## src/rtl/wlbs_pkg.sv

```systemverilog
`timescale 1ns / 1ps
package wlbs_pkg;
  localparam int DataBytesDef = 32;
  localparam int BanksDef = 4;
  localparam int AddrW = 12;
  localparam int StrideW = 11;
  localparam int CfgW = 12;
  localparam logic [2:0] OP_LOAD = 3'd0;
  localparam logic [2:0] OP_START = 3'd1;
  localparam logic [2:0] OP_SCAN = 3'd2;
  localparam logic [2:0] OP_MIGRATE = 3'd3;
  localparam logic [2:0] OP_COMMIT = 3'd4;
  localparam logic [0:0] CFG_BASE = 1'd0;
  localparam logic [0:0] CFG_STRIDE = 1'd1;
  localparam logic [15:0] CrcInit = 16'hFFFF;
  localparam logic [15:0] CrcPoly = 16'h1021;
  localparam logic [7:0] FlagValid = 8'hFF;
  localparam logic [7:0] FlagClear = 8'h00;

  typedef struct packed {
    logic [2:0] opcode;
    logic [7:0] data_byte;
    logic [4:0] byte_index;
  } in_item_t;

  typedef struct packed {
    logic        result_kind;
    logic [11:0] write_address;
    logic [7:0]  write_data;
    logic        bank_found;
    logic [1:0]  chosen_bank;
    logic [15:0] generation;
    logic        last;
  } out_item_t;

  function automatic logic [15:0] crc_byte(input logic [15:0] c, input logic [7:0] b);
    logic [15:0] r;
    r = c ^ {b, 8'h00};
    for (int k = 0; k < 8; k++) begin
      r = r[15] ? ((r << 1) ^ CrcPoly) : (r << 1);
    end
    return r;
  endfunction
endpackage

```

## src/rtl/wlbs_if.sv

```systemverilog
`timescale 1ns / 1ps
interface wlbs_in_if;
  logic valid;
  logic ready;
  wlbs_pkg::in_item_t data;
  modport source(output valid, output data, input ready);
  modport sink(input valid, input data, output ready);
endinterface

interface wlbs_out_if;
  logic valid;
  logic ready;
  wlbs_pkg::out_item_t data;
  modport source(output valid, output data, input ready);
  modport sink(input valid, input data, output ready);
endinterface

```

## src/rtl/wlbs_ram.sv

```systemverilog
`timescale 1ns / 1ps
module wlbs_ram #(
  parameter int Width = 8,
  parameter int Depth = 32
) (
  input  logic                     clk,
  input  logic                     we,
  input  logic [$clog2(Depth)-1:0] waddr,
  input  logic [Width-1:0]         wdata,
  input  logic [$clog2(Depth)-1:0] raddr,
  output logic [Width-1:0]         rdata
);
  logic [Width-1:0] mem [Depth];
  always_ff @(posedge clk) begin
    if (we) begin
      mem[waddr] <= wdata;
    end
    rdata <= mem[raddr];
  end
endmodule

```

## src/rtl/wlbs_ctrl.sv

```systemverilog
`timescale 1ns / 1ps
module wlbs_ctrl #(
  parameter int DataBytes = wlbs_pkg::DataBytesDef,
  parameter int Banks = wlbs_pkg::BanksDef
) (
  input  logic                  clk,
  input  logic                  rst_n,
  input  logic                  in_valid,
  input  wlbs_pkg::in_item_t    in_data,
  output logic                  in_ready,
  input  logic                  out_valid,
  input  logic                  out_ready,
  input  logic                  busy,
  output logic                  op_go,
  output logic                  crc_ph,
  output logic [2:0]            op_code,
  output logic [5:0]            step,
  output logic                  emit,
  output logic                  emit_last
);
  localparam int Steps = 6 + DataBytes + Banks;
  typedef enum logic [1:0] {IDLE, CRC, EMIT, WAIT} st_t;
  st_t st_r;
  logic [5:0] cnt_r;
  logic [2:0] op_r;
  logic [5:0] total;
  logic acc;

  assign acc = in_valid && in_ready;
  assign in_ready = (st_r == IDLE) && !busy;
  assign op_go = acc;
  assign crc_ph = (st_r == CRC);
  assign op_code = op_r;
  assign step = cnt_r;
  assign total = (op_r == wlbs_pkg::OP_MIGRATE) ? 6'(4 + DataBytes + Banks)
                                                : 6'(6 + DataBytes);
  assign emit = (st_r == EMIT) && (!out_valid || out_ready);
  assign emit_last = emit && (cnt_r == total - 6'd1);

  always_ff @(posedge clk) begin
    if (!rst_n) begin
      st_r <= IDLE;
      cnt_r <= '0;
      op_r <= '0;
    end else begin
      case (st_r)
        IDLE: begin
          if (acc && (in_data.opcode == wlbs_pkg::OP_MIGRATE ||
                      in_data.opcode == wlbs_pkg::OP_COMMIT)) begin
            op_r <= in_data.opcode;
            cnt_r <= '0;
            st_r <= CRC;
          end else if (acc && in_data.opcode == wlbs_pkg::OP_SCAN) begin
            st_r <= WAIT;
          end
        end
        CRC: begin
          cnt_r <= cnt_r + 6'd1;
          if (cnt_r == 6'(DataBytes)) begin
            cnt_r <= '0;
            st_r <= EMIT;
          end
        end
        EMIT: begin
          if (emit) begin
            cnt_r <= cnt_r + 6'd1;
            if (emit_last) begin
              st_r <= WAIT;
            end
          end
        end
        WAIT: begin
          if (!out_valid || out_ready) begin
            st_r <= IDLE;
          end
        end
        default: st_r <= IDLE;
      endcase
    end
  end

  ap_step: assert property (@(posedge clk) disable iff (!rst_n)
    st_r == EMIT |-> cnt_r < 6'(Steps)) else $error("step overrun");
  ap_busy: assert property (@(posedge clk) disable iff (!rst_n)
    st_r != IDLE |-> !in_ready) else $error("ready while busy");
  ap_last: assert property (@(posedge clk) disable iff (!rst_n)
    emit_last |=> st_r == WAIT) else $error("last without finish");
endmodule

```

## src/rtl/wlbs_dp.sv

```systemverilog
`timescale 1ns / 1ps
module wlbs_dp #(
  parameter int DataBytes = wlbs_pkg::DataBytesDef,
  parameter int Banks = wlbs_pkg::BanksDef
) (
  input  logic                  clk,
  input  logic                  rst_n,
  input  logic                  op_go,
  input  logic                  crc_ph,
  input  wlbs_pkg::in_item_t    in_data,
  input  logic [2:0]            op_code,
  input  logic [5:0]            step,
  input  logic                  emit,
  input  logic                  emit_last,
  input  logic                  cfg_we,
  input  logic [0:0]            cfg_index,
  input  logic [11:0]           cfg_wdata,
  input  logic                  out_ready,
  output logic                  out_valid,
  output wlbs_pkg::out_item_t   out_data,
  output logic                  busy
);
  localparam int IW = 5 + DataBytes;
  localparam int PW = $clog2(IW + 1);
  localparam int DW = (DataBytes > 1) ? $clog2(DataBytes) : 1;
  localparam int BW = $clog2(Banks);
  localparam int SBW = $clog2(Banks + 1);

  logic [11:0] base_r;
  logic [10:0] stride_r;
  logic [BW-1:0] act_b_r;
  logic [15:0] wc_r;
  logic [PW-1:0] spos_r;
  logic [SBW-1:0] sbank_r;
  logic [15:0] icnt_r, icrc_r, rcrc_r, bcnt_r, crc_r;
  logic [7:0] iflag_r;
  logic [BW-1:0] bbank_r;
  logic any_r, done_r;
  logic cand_sel_r, best_sel_r;
  logic ov_r;
  wlbs_pkg::out_item_t od_r;
  logic clr_r;
  logic copy_r;
  logic [DW-1:0] copy_idx_r;
  logic copy_wr_r;
  logic [DW-1:0] copy_w_r;

  logic is_scan, is_load, pay_byte, fin_bank, fin_all, good, take;
  logic [PW-1:0] spos_nxt;
  logic [15:0] rcrc_nxt;
  logic [DW-1:0] pidx;

  assign is_scan = op_go && in_data.opcode == wlbs_pkg::OP_SCAN && !done_r;
  assign is_load = op_go && in_data.opcode == wlbs_pkg::OP_LOAD &&
                   {1'b0, in_data.byte_index} < 6'(DataBytes);
  assign pay_byte = is_scan && spos_r >= PW'(5);
  assign pidx = DW'(spos_r - PW'(5));
  assign spos_nxt = spos_r + PW'(1);
  assign rcrc_nxt = pay_byte ? wlbs_pkg::crc_byte(rcrc_r, in_data.data_byte) : rcrc_r;
  assign fin_bank = is_scan && spos_nxt == PW'(IW);
  assign good = iflag_r == wlbs_pkg::FlagValid && icrc_r == rcrc_nxt;
  assign take = good && (!any_r || icnt_r > bcnt_r);
  assign fin_all = fin_bank && sbank_r == SBW'(Banks - 1);

  // Payload buffers: two candidate/best slots that swap roles, plus the live shadow.
  logic [7:0] buf_rd [2];
  logic [7:0] pay_rd;
  logic [DW-1:0] rd_idx, pay_widx;
  logic pay_we;
  logic [7:0] pay_wd;

  always_comb begin
    rd_idx = '0;
    if (crc_ph) begin
      if (step < 6'(DataBytes)) rd_idx = DW'(step);
    end else if (emit && step >= 6'd4) begin
      rd_idx = DW'(step - 6'd4);
    end else if (step >= 6'd5) begin
      rd_idx = DW'(step - 6'd5);
    end
  end

  for (genvar g = 0; g < 2; g++) begin : g_buf
    wlbs_ram #(.Width(8), .Depth(1 << DW)) u_buf (
      .clk(clk), .we(pay_byte && cand_sel_r == 1'(g)), .waddr(pidx),
      .wdata(in_data.data_byte), .raddr(copy_idx_r), .rdata(buf_rd[g]));
  end

  // After a final verdict that found a bank, the best image is copied to the shadow one byte per cycle.
  // After reset the same counter walks the shadow once to clear it.
  assign busy = clr_r || copy_r || copy_wr_r;
  assign pay_we = is_load || copy_wr_r || clr_r;
  assign pay_widx = is_load ? DW'(in_data.byte_index) : (clr_r ? copy_idx_r : copy_w_r);
  assign pay_wd = is_load ? in_data.data_byte : (clr_r ? 8'h00 : buf_rd[best_sel_r]);

  wlbs_ram #(.Width(8), .Depth(1 << DW)) u_pay (
    .clk(clk), .we(pay_we), .waddr(pay_widx), .wdata(pay_wd),
    .raddr(rd_idx), .rdata(pay_rd));

  logic [11:0] bank_off, addr;
  logic [BW-1:0] tgt, nxt_b;
  logic [15:0] gen;
  logic [5:0] e;
  logic [7:0] wd;
  assign nxt_b = (act_b_r == BW'(Banks - 1)) ? '0 : act_b_r + BW'(1);
  assign gen = (op_code == wlbs_pkg::OP_MIGRATE) ? 16'd1 : wc_r + 16'd1;
  assign e = step;
  always_comb begin
    tgt = (op_code == wlbs_pkg::OP_MIGRATE) ? '0 : nxt_b;
    addr = 12'(e);
    wd = pay_rd;
    if (e == 6'd0) wd = gen[15:8];
    else if (e == 6'd1) wd = gen[7:0];
    else if (e == 6'd2) wd = crc_r[15:8];
    else if (e == 6'd3) wd = crc_r[7:0];
    else if (e == 6'd4) wd = wlbs_pkg::FlagValid;
    if (e >= 6'(5 + DataBytes)) begin
      wd = wlbs_pkg::FlagClear;
      addr = 12'd4;
      tgt = (op_code == wlbs_pkg::OP_MIGRATE) ? BW'(e - 6'(4 + DataBytes)) : act_b_r;
    end
  end
  assign bank_off = 12'(23'(tgt) * 23'(stride_r));
  logic [11:0] full_addr;
  assign full_addr = base_r + bank_off + addr;

  always_ff @(posedge clk) begin
    if (!rst_n) begin
      base_r <= 12'd32;
      stride_r <= 11'd64;
      act_b_r <= '0; wc_r <= '0;
      spos_r <= '0; sbank_r <= '0; icnt_r <= '0; icrc_r <= '0; iflag_r <= '0;
      rcrc_r <= wlbs_pkg::CrcInit; bcnt_r <= '0; bbank_r <= '0;
      any_r <= 1'b0; done_r <= 1'b0; cand_sel_r <= 1'b0; best_sel_r <= 1'b1;
      ov_r <= 1'b0; copy_r <= 1'b0; copy_idx_r <= '0; copy_wr_r <= 1'b0;
      copy_w_r <= '0; crc_r <= wlbs_pkg::CrcInit; clr_r <= 1'b1;
    end else begin
      if (cfg_we) begin
        case (cfg_index)
          wlbs_pkg::CFG_BASE: base_r <= cfg_wdata;
          wlbs_pkg::CFG_STRIDE: stride_r <= cfg_wdata[10:0];
          default: ;
        endcase
      end
      if (ov_r && out_ready) ov_r <= 1'b0;
      copy_wr_r <= copy_r;
      copy_w_r <= copy_idx_r;
      if (copy_r || clr_r) begin
        copy_idx_r <= copy_idx_r + DW'(1);
        if (copy_idx_r == DW'(DataBytes - 1)) begin
          copy_r <= 1'b0;
          clr_r <= 1'b0;
        end
      end
      if (op_go && in_data.opcode == wlbs_pkg::OP_START) begin
        spos_r <= '0; sbank_r <= '0; icnt_r <= '0; icrc_r <= '0; iflag_r <= '0;
        rcrc_r <= wlbs_pkg::CrcInit; bcnt_r <= '0; bbank_r <= '0;
        any_r <= 1'b0; done_r <= 1'b0;
      end
      if (is_scan) begin
        spos_r <= spos_nxt;
        rcrc_r <= rcrc_nxt;
        if (spos_r == PW'(0)) icnt_r[15:8] <= in_data.data_byte;
        if (spos_r == PW'(1)) icnt_r[7:0] <= in_data.data_byte;
        if (spos_r == PW'(2)) icrc_r[15:8] <= in_data.data_byte;
        if (spos_r == PW'(3)) icrc_r[7:0] <= in_data.data_byte;
        if (spos_r == PW'(4)) iflag_r <= in_data.data_byte;
        if (fin_bank) begin
          spos_r <= '0;
          rcrc_r <= wlbs_pkg::CrcInit;
          sbank_r <= sbank_r + SBW'(1);
          if (good) any_r <= 1'b1;
          if (take) begin
            bcnt_r <= icnt_r;
            bbank_r <= BW'(sbank_r);
            best_sel_r <= cand_sel_r;
            cand_sel_r <= best_sel_r;
          end
        end
        if (fin_all) begin
          done_r <= 1'b1;
          ov_r <= 1'b1;
          od_r <= '0;
          od_r.result_kind <= 1'b1;
          od_r.last <= 1'b1;
          if (good || any_r) begin
            od_r.bank_found <= 1'b1;
            act_b_r <= take ? BW'(sbank_r) : bbank_r;
            od_r.chosen_bank <= 2'(take ? BW'(sbank_r) : bbank_r);
            wc_r <= take ? icnt_r : bcnt_r;
            od_r.generation <= take ? icnt_r : bcnt_r;
            copy_r <= 1'b1;
            copy_idx_r <= '0;
          end else begin
            act_b_r <= '0;
            wc_r <= 16'd1;
            od_r.generation <= 16'd1;
          end
        end
      end
      if (op_go && (in_data.opcode == wlbs_pkg::OP_MIGRATE ||
                    in_data.opcode == wlbs_pkg::OP_COMMIT)) begin
        crc_r <= wlbs_pkg::CrcInit;
      end
      if (crc_ph && step != 6'd0) begin
        crc_r <= wlbs_pkg::crc_byte(crc_r, pay_rd);
      end
      if (emit) begin
        ov_r <= 1'b1;
        od_r <= '0;
        od_r.write_address <= full_addr;
        od_r.write_data <= wd;
        od_r.last <= emit_last;
        if (emit_last) begin
          act_b_r <= (op_code == wlbs_pkg::OP_MIGRATE) ? '0 : nxt_b;
          wc_r <= gen;
        end
      end
    end
  end
  assign out_valid = ov_r;
  assign out_data = od_r;

  ap_copy: assert property (@(posedge clk) disable iff (!rst_n)
    copy_r |-> done_r) else $error("copy outside finished scan");
  ap_slots: assert property (@(posedge clk) disable iff (!rst_n)
    cand_sel_r != best_sel_r) else $error("buffer slots collide");
  ap_pos: assert property (@(posedge clk) disable iff (!rst_n)
    spos_r < PW'(IW)) else $error("scan position overrun");
endmodule

```

## src/rtl/wear_leveled_bank_store_controller.sv

```systemverilog
`timescale 1ns / 1ps
// Channel  Dir  Fields
// in_      in   opcode, data_byte, byte_index
// out_     out  result_kind, write_address, write_data, bank_found, chosen_bank,
//               generation, last
// cfg_     in   we, index, wdata
// Load, start and unknown transactions are accepted in IDLE; a scan byte passes through the
// WAIT state, and the final one holds the input until its verdict transaction is taken.
// Commit and migrate run a payload CRC through the shadow RAM read port, then issue
// their write transactions while out_ready is high, then pass through a closing WAIT state.
// After a found verdict the best image is copied into the shadow with the input held.
// Reset is synchronous; after it the shadow is cleared with the input held.
module wear_leveled_bank_store_controller #(
  parameter int DataBytes = wlbs_pkg::DataBytesDef,
  parameter int Banks = wlbs_pkg::BanksDef
) (
  input  logic        clk,
  input  logic        rst_n,
  wlbs_in_if.sink     in_ch,
  wlbs_out_if.source  out_ch,
  input  logic        cfg_we,
  input  logic [0:0]  cfg_index,
  input  logic [11:0] cfg_wdata
);
  logic op_go, crc_ph, emit, emit_last, busy;
  logic [2:0] op_code;
  logic [5:0] step;

  wlbs_ctrl #(.DataBytes(DataBytes), .Banks(Banks)) u_ctrl (
    .clk(clk), .rst_n(rst_n), .in_valid(in_ch.valid), .in_data(in_ch.data),
    .in_ready(in_ch.ready), .out_valid(out_ch.valid), .out_ready(out_ch.ready),
    .busy(busy), .op_go(op_go), .crc_ph(crc_ph), .op_code(op_code), .step(step),
    .emit(emit), .emit_last(emit_last));

  wlbs_dp #(.DataBytes(DataBytes), .Banks(Banks)) u_dp (
    .clk(clk), .rst_n(rst_n), .op_go(op_go), .crc_ph(crc_ph), .in_data(in_ch.data),
    .op_code(op_code), .step(step), .emit(emit),
    .emit_last(emit_last), .cfg_we(cfg_we), .cfg_index(cfg_index),
    .cfg_wdata(cfg_wdata), .out_ready(out_ch.ready), .out_valid(out_ch.valid),
    .out_data(out_ch.data), .busy(busy));
endmodule

```

## src/flat_wrapper.sv

```systemverilog
// flat-port wrapper written by rule: the top's interface ports become plain ports
module wear_leveled_bank_store_controller_flat 
#(
  parameter int DataBytes = wlbs_pkg::DataBytesDef,
  parameter int Banks = wlbs_pkg::BanksDef
)
  (clk, rst_n, cfg_we, cfg_index, cfg_wdata, in_ch_valid, in_ch_data, in_ch_ready, out_ch_valid, out_ch_data, out_ch_ready);
  wlbs_in_if in_ch_i ();
  wlbs_out_if out_ch_i ();
  input  logic clk;
  input  logic rst_n;
  input  logic cfg_we;
  input  logic [0:0] cfg_index;
  input  logic [11:0] cfg_wdata;
  input wire logic [$bits(in_ch_i.valid)-1:0] in_ch_valid;
  input wire logic [$bits(in_ch_i.data)-1:0] in_ch_data;
  output wire logic [$bits(in_ch_i.ready)-1:0] in_ch_ready;
  output wire logic [$bits(out_ch_i.valid)-1:0] out_ch_valid;
  output wire logic [$bits(out_ch_i.data)-1:0] out_ch_data;
  input wire logic [$bits(out_ch_i.ready)-1:0] out_ch_ready;
  assign in_ch_i.valid = in_ch_valid;
  assign in_ch_i.data = in_ch_data;
  assign in_ch_ready = in_ch_i.ready;
  assign out_ch_valid = out_ch_i.valid;
  assign out_ch_data = out_ch_i.data;
  assign out_ch_i.ready = out_ch_ready;
  wear_leveled_bank_store_controller #(.DataBytes(DataBytes), .Banks(Banks)) u_core (.clk(clk), .rst_n(rst_n), .in_ch(in_ch_i), .out_ch(out_ch_i), .cfg_we(cfg_we), .cfg_index(cfg_index), .cfg_wdata(cfg_wdata));
endmodule
```

## config.mk

```make
export PLATFORM = sky130hd
export DESIGN_NAME = wear_leveled_bank_store_controller_flat
export DESIGN_NICKNAME = d
export VERILOG_FILES = /design/src/rtl/wlbs_pkg.sv /design/src/rtl/wlbs_if.sv /design/src/rtl/wlbs_ram.sv /design/src/rtl/wlbs_ctrl.sv /design/src/rtl/wlbs_dp.sv /design/src/rtl/wear_leveled_bank_store_controller.sv /design/src/flat_wrapper.sv
export SDC_FILE = /design/constraint.sdc
export NUM_CORES = 2
export LEC_CHECK = 0
export BUFFER_PORTS_ARGS = -buffer_cell sky130_fd_sc_hd__buf_4
export CORE_UTILIZATION = 30
export DETAILED_ROUTE_END_ITERATION = 6
export SYNTH_ARGS = -nofsm -noshare
export SYNTH_HDL_FRONTEND = slang
export SYNTH_SLANG_ARGS = --single-unit
```

## constraint.sdc

```tcl
create_clock -name clk -period 5.4 [get_ports clk]
set_input_delay 0.27 -clock clk [delete_from_list [all_inputs] [get_ports clk]]
set_output_delay 0.27 -clock clk [all_outputs]
set_load 0.1 [all_outputs]
```

Yosys cells after proc, flatten, opt, wreduce, memory -nomap -nowiden. Memories as Yosys holds them, arrays and structs flattened. A register that Yosys moved wholly into a read port is not among the register bits. Index checks and enable logic that the tools add are counted.

Input bits: 34. Register bits: 210. Memories: 3. Word-level logic and storage cells: 281. Output and inout port bits: 43. RAM bits: 768.

Memory list: u_core.u_dp.g_buf[0].u_buf.mem (depth 32, bits a word 8, rd ports 1, clocked after Yosys merged registers in 1, wr ports 1, line wlbs_ram.sv:13) `logic [Width-1:0] mem [Depth];`; u_core.u_dp.g_buf[1].u_buf.mem (depth 32, bits a word 8, rd ports 1, clocked after Yosys merged registers in 1, wr ports 1, line wlbs_ram.sv:13); u_core.u_dp.u_pay.mem (depth 32, bits a word 8, rd ports 1, clocked after Yosys merged registers in 1, wr ports 1, line wlbs_ram.sv:13).

Bitwise gates (word level): 21. Reductions and logical operators: 49. Equal/unequal tests: 30. $mul: 1. Add/subtract/negate cells: 13. Multiplexer cells: 124. Magnitude comparators: 7.

Operators with widths (number): 16-bit two-way mux (21); 13-bit two-way mux (16); 8-bit two-way mux (18); 41-bit two-way mux (2); 5-bit two-way mux (10); 3-bit NOT (16); 6-bit two-way mux (7); 2-bit two-way mux (20); 40-bit two-way mux (1); 16-bit bitwise XOR (2); 12-bit adder (2); 6-bit by 2-bit equality test with 1-bit output (second input constant) (4); 1-bit two-way mux (22); 1-bit logical AND (19); 6-bit by 3-bit >= comparator with 1-bit output (second input constant) (3); 6-bit case mux with 3 select lines (1); 16-bit by 1-bit adder with 16-bit output (second input constant) (1); 16-bit equality test (1); 16-bit > comparator (1); 5-bit by 3-bit subtractor with 5-bit output (second input constant) (3); 6-bit by 1-bit adder with 6-bit output (second input constant) (2); 3-bit by 2-bit equality test with 1-bit output (second input constant) (4); 6-bit by 1-bit equality test with 1-bit output (second input constant) (2); 6-bit by 3-bit equality test with 1-bit output (second input constant) (2); 36 further kinds (65).

Logic depth before layout (Yosys ltp).
Depth in word-level cells: 27. Gate-level depth with buffers: 25. Gate-level depth less buffers: 23.

Cells and area by module. A second synthesis with hierarchy kept.

Cell total of the unflattened synthesis: 2737. Area total of the unflattened synthesis: 42594.6 um^2.

Modules (own cells, without submodules): wlbs_ram (cells an instance 417, area each 10053.4 um^2, sequential area each 7847.5 um^2, instances 3); wlbs_dp (cells an instance 1396, area each 11624.9 um^2, sequential area each 4394.2 um^2, instances 1); wlbs_ctrl (cells an instance 90, area each 809.5 um^2, sequential area each 220.2 um^2, instances 1).

Worst setup path after synthesis. Ideal clock, no wire load.

Path kind: register to register. From: register u_core.u_ctrl.st_r[0]. To: register u_core.u_dp.od_r, in the netlist u_core.u_dp.out_data[0] (enable). Stages on the path, launching flop included: 9. Clock period less this slack: 5.351 ns. Slack: 0.049 ns. Buffers on the path: 1. Data arrival time: 4.898 ns. Library setup time: 0.453 ns. Required time: 4.947 ns. Path through: dfxtp_1 -> inv_1 -> ha_1 -> nor4b_4 -> nand4b_1 -> clkbuf_1 -> nor2_1 -> nand2_1 -> a21oi_1.

Cells in the longest elaborated chain, start to end: 9. Elaborated cells on any way between the ends: 12. Classes of those cells: eq/ne: 1; reduce/logical: 11.

RTL lines: start, declared (line wlbs_ctrl.sv:23) `st_t st_r;`; start signal, assigned (line wlbs_ctrl.sv:42) `st_r <= IDLE;`; start signal, assigned (line wlbs_ctrl.sv:52) `st_r <= CRC;`; start signal, assigned (line wlbs_ctrl.sv:54) `st_r <= WAIT;`; 2-bit logical NOT (*) (line wlbs_ctrl.sv:30) `assign in_ready = (st_r == IDLE) && !busy;`; 1-bit logical AND (*) (line wlbs_ctrl.sv:30); via in_ch_ready (line flat_wrapper.sv:17) `output wire logic [$bits(in_ch_i.ready)-1:0] in_ch_ready;`; 1-bit logical AND (*) (line wlbs_ctrl.sv:29) `assign acc = in_valid && in_ready;`; 1-bit logical AND (*) (2 in series) (line wlbs_dp.sv:53) `assign is_scan = op_go && in_data.opcode == wlbs_pkg::OP_SCAN && !done_r;`; 1-bit logical AND (line wlbs_dp.sv:60) `assign fin_bank = is_scan && spos_nxt == PW'(IW);`; 1-bit logical AND (line wlbs_dp.sv:63) `assign fin_all = fin_bank && sbank_r == SBW'(Banks - 1);`; 2-bit nonzero test (no source line); 3-bit AND reduction (no source line) (*); end, declared (line wlbs_dp.sv:41) `wlbs_pkg::out_item_t od_r;`.

The timed path passes the listed nets; every way through them passes the cells marked *. A chain may end at the register's enable or synchronous reset.

Worst setup path in the final report.
From: register u_core.u_ctrl.cnt_r[0] (netlist: u_core.u_ctrl.step[0]). To: register u_core.u_dp.od_r, in the netlist u_core.u_dp.out_data[38] (data pin).

Cells in the longest elaborated chain, start to end: 7. Elaborated cells on any way between the ends: 9. Classes of those cells: add/sub: 3; mul: 1; order compare: 1; mux: 4.

RTL lines: start, declared (line wlbs_ctrl.sv:24) `logic [5:0] cnt_r;`; start signal, assigned (line wlbs_ctrl.sv:58) `cnt_r <= cnt_r + 6'd1;`; start signal, assigned (line wlbs_ctrl.sv:66) `cnt_r <= cnt_r + 6'd1;`; branches (longest 5 deep; another with 2-bit by 11-bit multiplier with 12-bit output); 12-bit adder (*) (line wlbs_dp.sv:125) `assign full_addr = base_r + bank_off + addr;`; 40-bit two-way mux (*) (line wlbs_dp.sv:208) `if (emit) begin`.

Every way passes the cells marked *.

==> impl_metrics.ini <==
[power]
p_total_mw = 17.7
seqPwrFrac_pct = 48.4
power.density_mw_per_mm2 = 359
power_switching_mw = 4.37
internal_power_mw = 13.3
p_clk_share_pct = 41.4
p_comb_share_pct = 10.2
p_sw_share_pct = 24.7
p_leak_nw = 15.6
irDropWorstVdd_uv = 252

[outcome]
outcome = finished clean

[yosys]
muxShareOfSynthArea_pct = 12.1
netlist_top_cells_area = edfxtp_1, mux4_2, dfxtp_1
synth_cell_types = 82
synth_edf_count = 809
syn_inst = 2900
syn_area_mm2 = 0.0426
async_flop_share_pct = 0
synth_compound_area_share_pct = 6.40
syn_nets = 3006
synth_warnings = 0
synth-simple-area-share_pct = 8.51
synthAdderAreaFrac_pct = 2.40
yosys.area_share.xor_xnor_pct = 2.21
synth_top_family_by_area = multiplexers
synth_seq_cells = 1002
yosysSeqAreaShare_pct = 66.2
synthFlopType = edfxtp_1
yosys.area.top_type = edfxtp_1
synth_area_per_cell_um2 = 14.7
synth_top_area_share_pct = 57.1

[clock_network]
cts_tree = done
cts_made_buffers = 99
cts.path.max_buffers = 3
cts_root_buf = clkbuf_16
htree_levels = 3
cts.reportedPaths.clkPinSlew_ns = 0.06
numClockSinks = 1002
insertion_delay_ns = 0.71

[placed_design]
gp_congestion = 0.866
hpwl_um = 66000
dpl.cell_count = 4752
io_buffers = 76

[grt]
gr-total-overflow = 0
first_global_vias = 24500
grt_max_degree = 77
grt_pass1_wl_um = 155000
antenna_found_initial = 5
grtUsageTotal_pct = 14.3

[detailed_routing]
wl_per_cell_um = 20.9
wirelength_um = 104000
drc = 0
vias = 25100
dr.pass1.iters = 5
vias_per_cell = 5.06
drt_iter0_markers = 2584
ant_nets = 0

[sta]
tns_ns = 0
finalCritPeriodShare_pct = 91.0
relSlewSlack_pct = 18.5
setup_violations = 0
hold_violations = 0
finClkSkew_ns = 0.0365
whs_ns = 0.0578
period_minus_slack_ns = 4.91
rsz0062_at_grt = false
timing.fmax_ghz = 0.204
worst_pin_slew_ns = 1.21
slew_violations = 0

[critical_path]
worstSetupPathType = flop to flop
start_kind = flop
cp_max_fo = 10
cp.arrival_ns = 5.34
critPathCaptureType = flop
required_ns = 5.83

[floorplan]
dieHeight_um = 379
dieWidth_um = 379
core_area_mm2 = 0.140
rows = 137
ios = 77
initial_core_util_pct = 30.4
die_area_mm2 = 0.143

[worst_hold_path]
hp-class = input port to flop

[cells_and_area]
finalNonFillerCells = 4959
fin_nets = 3103
diodes = 0
area_growth_pct = 15.7
drive_gt1_share_pct = 17.9
fin_util_pct = 35.1

[flow_run]
drv_cap = 0
==> what timing repair did <==
item / in CTS / in global routing
endpoints found under the setup margin: 0 / 1
hold buffers: 20 / 0
resized for setup: 0 / 4
endpoints found under the hold margin: 60 / 0
buffers inserted: 0 / 0
==> worst paths after layout <==
kind,startpoint,end,slack [ns],cells past startpoint
max,u_core.u_ctrl.step[0]$_SDFFE_PN0P_,u_core.u_dp.out_data[38]$_SDFFCE_PN0P_,0.49,21
min,in_ch_data[13],u_core.u_ctrl.op_code[2]$_SDFFE_PN0P_,0.06,4
max reg2reg,u_core.u_ctrl.step[0]$_SDFFE_PN0P_,u_core.u_dp.out_data[38]$_SDFFCE_PN0P_,0.49,21
min reg2reg,u_core.u_dp.base_r[10]$_SDFFE_PN0P_,u_core.u_dp.base_r[10]$_SDFFE_PN0P_,0.45,2
==> registers in the layout, indices dropped and copies added (netlist names), 6 cells and up <==
name                           count
u_core.u_dp.crc_r                 16
u_core.u_dp.g_buf.u_buf.mem      512
u_core.u_dp.base_r                12
u_core.u_dp.g_buf.u_buf.rdata     16
u_core.u_dp.spos_r                 6
u_core.u_dp.iflag_r                8
u_core.u_dp.rcrc_r                16
u_core.u_dp.out_data              41
u_core.u_dp.stride_r              11
u_core.u_dp.u_pay.mem            256
u_core.u_dp.bcnt_r                16
u_core.u_ctrl.step                 6
u_core.u_dp.icrc_r                16
u_core.u_dp.wc_r                  16
u_core.u_dp.icnt_r                16
u_core.u_dp.u_pay.rdata            8
==> power groups by stage <==
stage                     combinational (mW)  sequential (mW)  clock (mW)
final                                   1.81             8.56        7.31
after global routing                    1.93             8.57        7.73
after CTS                               1.82             8.57        7.44
after detailed placement                1.80             8.73           0
after global placement                  1.80             8.73           0
after floorplan                         1.00             8.93           0
==> cells in the mapped netlist, types with 4 or more instances <==
master,number
a21o_1,8
xor2_1,36
buf_4,4
o21ai_0,56
buf_1,17
nand2b_1,12
a22o_1,4
a31oi_1,6
nand3_1,100
dfxtp_1,193
and2_1,30
xnor2_1,49
or3_1,11
xnor2_2,4
mux2i_1,61
inv_1,87
ha_1,56
o21ai_1,11
o211ai_1,31
and3_1,12
and4_1,5
nor4_1,9
o31ai_1,12
fa_1,16
o2111ai_1,5
edfxtp_1,809
o21a_1,9
a22oi_1,33
mux2_2,18
nor2_1,189
a21oi_1,145
clkbuf_1,127
mux4_2,192
nor2b_1,15
nand2_1,310
a32oi_1,25
o22ai_1,38
a211oi_1,7
nor3_1,20
nand4_1,55
buf_2,7
==> metrics by stage <==
step / worst slack, ns / cell area [µm²]
2_1_floorplan: 0.0487 / 42600
3_3_place_gp: 0.474 / 45500
5_1_grt: 0.0372 / 49200
3_5_place_dp: 0.426 / 45500
6_report: 0.489 / 49200
4_1_cts: 0.385 / 49200
==> per-layer routing <==
layer	share of wire (%)	vias up	track usage [%]
met4	2.1	6	3.83
met2	47	813	22.6
met5	0.040	-	0
met1	43	12800	20.0
li1	-	11300	-
met3	6.9	138	2.62
==> layout by cell type, fill, tap and decap left out, drive strengths merged, types with 53 or more instances in the layout <==
cell type and instances:
mux2i 61, mux4 192, edfxtp 809, inv 95
buf 133, a21oi 145, ha 56, dfxtp 193
xnor2 53, nand3 100, clkbuf 125, nand4 55
o21ai 68, nor2 189, nand2 311
==> critical path, cell delays in order (launching register included) <==
cell,delay (ns)
dfxtp_1,0.39
inv_2,0.16
ha_1,0.18
nand2b_1,0.09
a211o_1,0.35
nand2_1,0.19
o21ai_1,0.13
buf_4,0.18
and2_1,0.17
fa_1,0.50
inv_1,0.05
fa_1,0.51
inv_1,0.05
ha_1,0.27
a21o_1,0.18
a21oi_1,0.21
o21ai_0,0.14
a21oi_1,0.25
o21ai_0,0.11
a21o_1,0.21
a31oi_1,0.21
mux2i_1,0.10
==> logic make-up (layout without fill, tap and decap cells) <==
kind of cell               Yosys count  count (layout)
AOI/OAI and AO/OA                  424             424
xor gates and xnor gates            95              95
adders and majority gates           72              72
buffers and inverters              245             428
DFF                               1002            1002
muxes                              271             271
and+or+nand+nor                    791             791
==> final cells by class <==
type | count | area, µm²
Clock buffer | 125 | 2750
Clock inverter | 62 | 768
Fill cell | 13400 | 91000
Inverter | 88 | 332
Multi-Input combinational cell | 1653 | 13600
Sequential cell | 1002 | 28200
Tap cell | 1876 | 2350
Timing Repair Buffer | 153 | 1250
(Power assumes the default switching activity.)
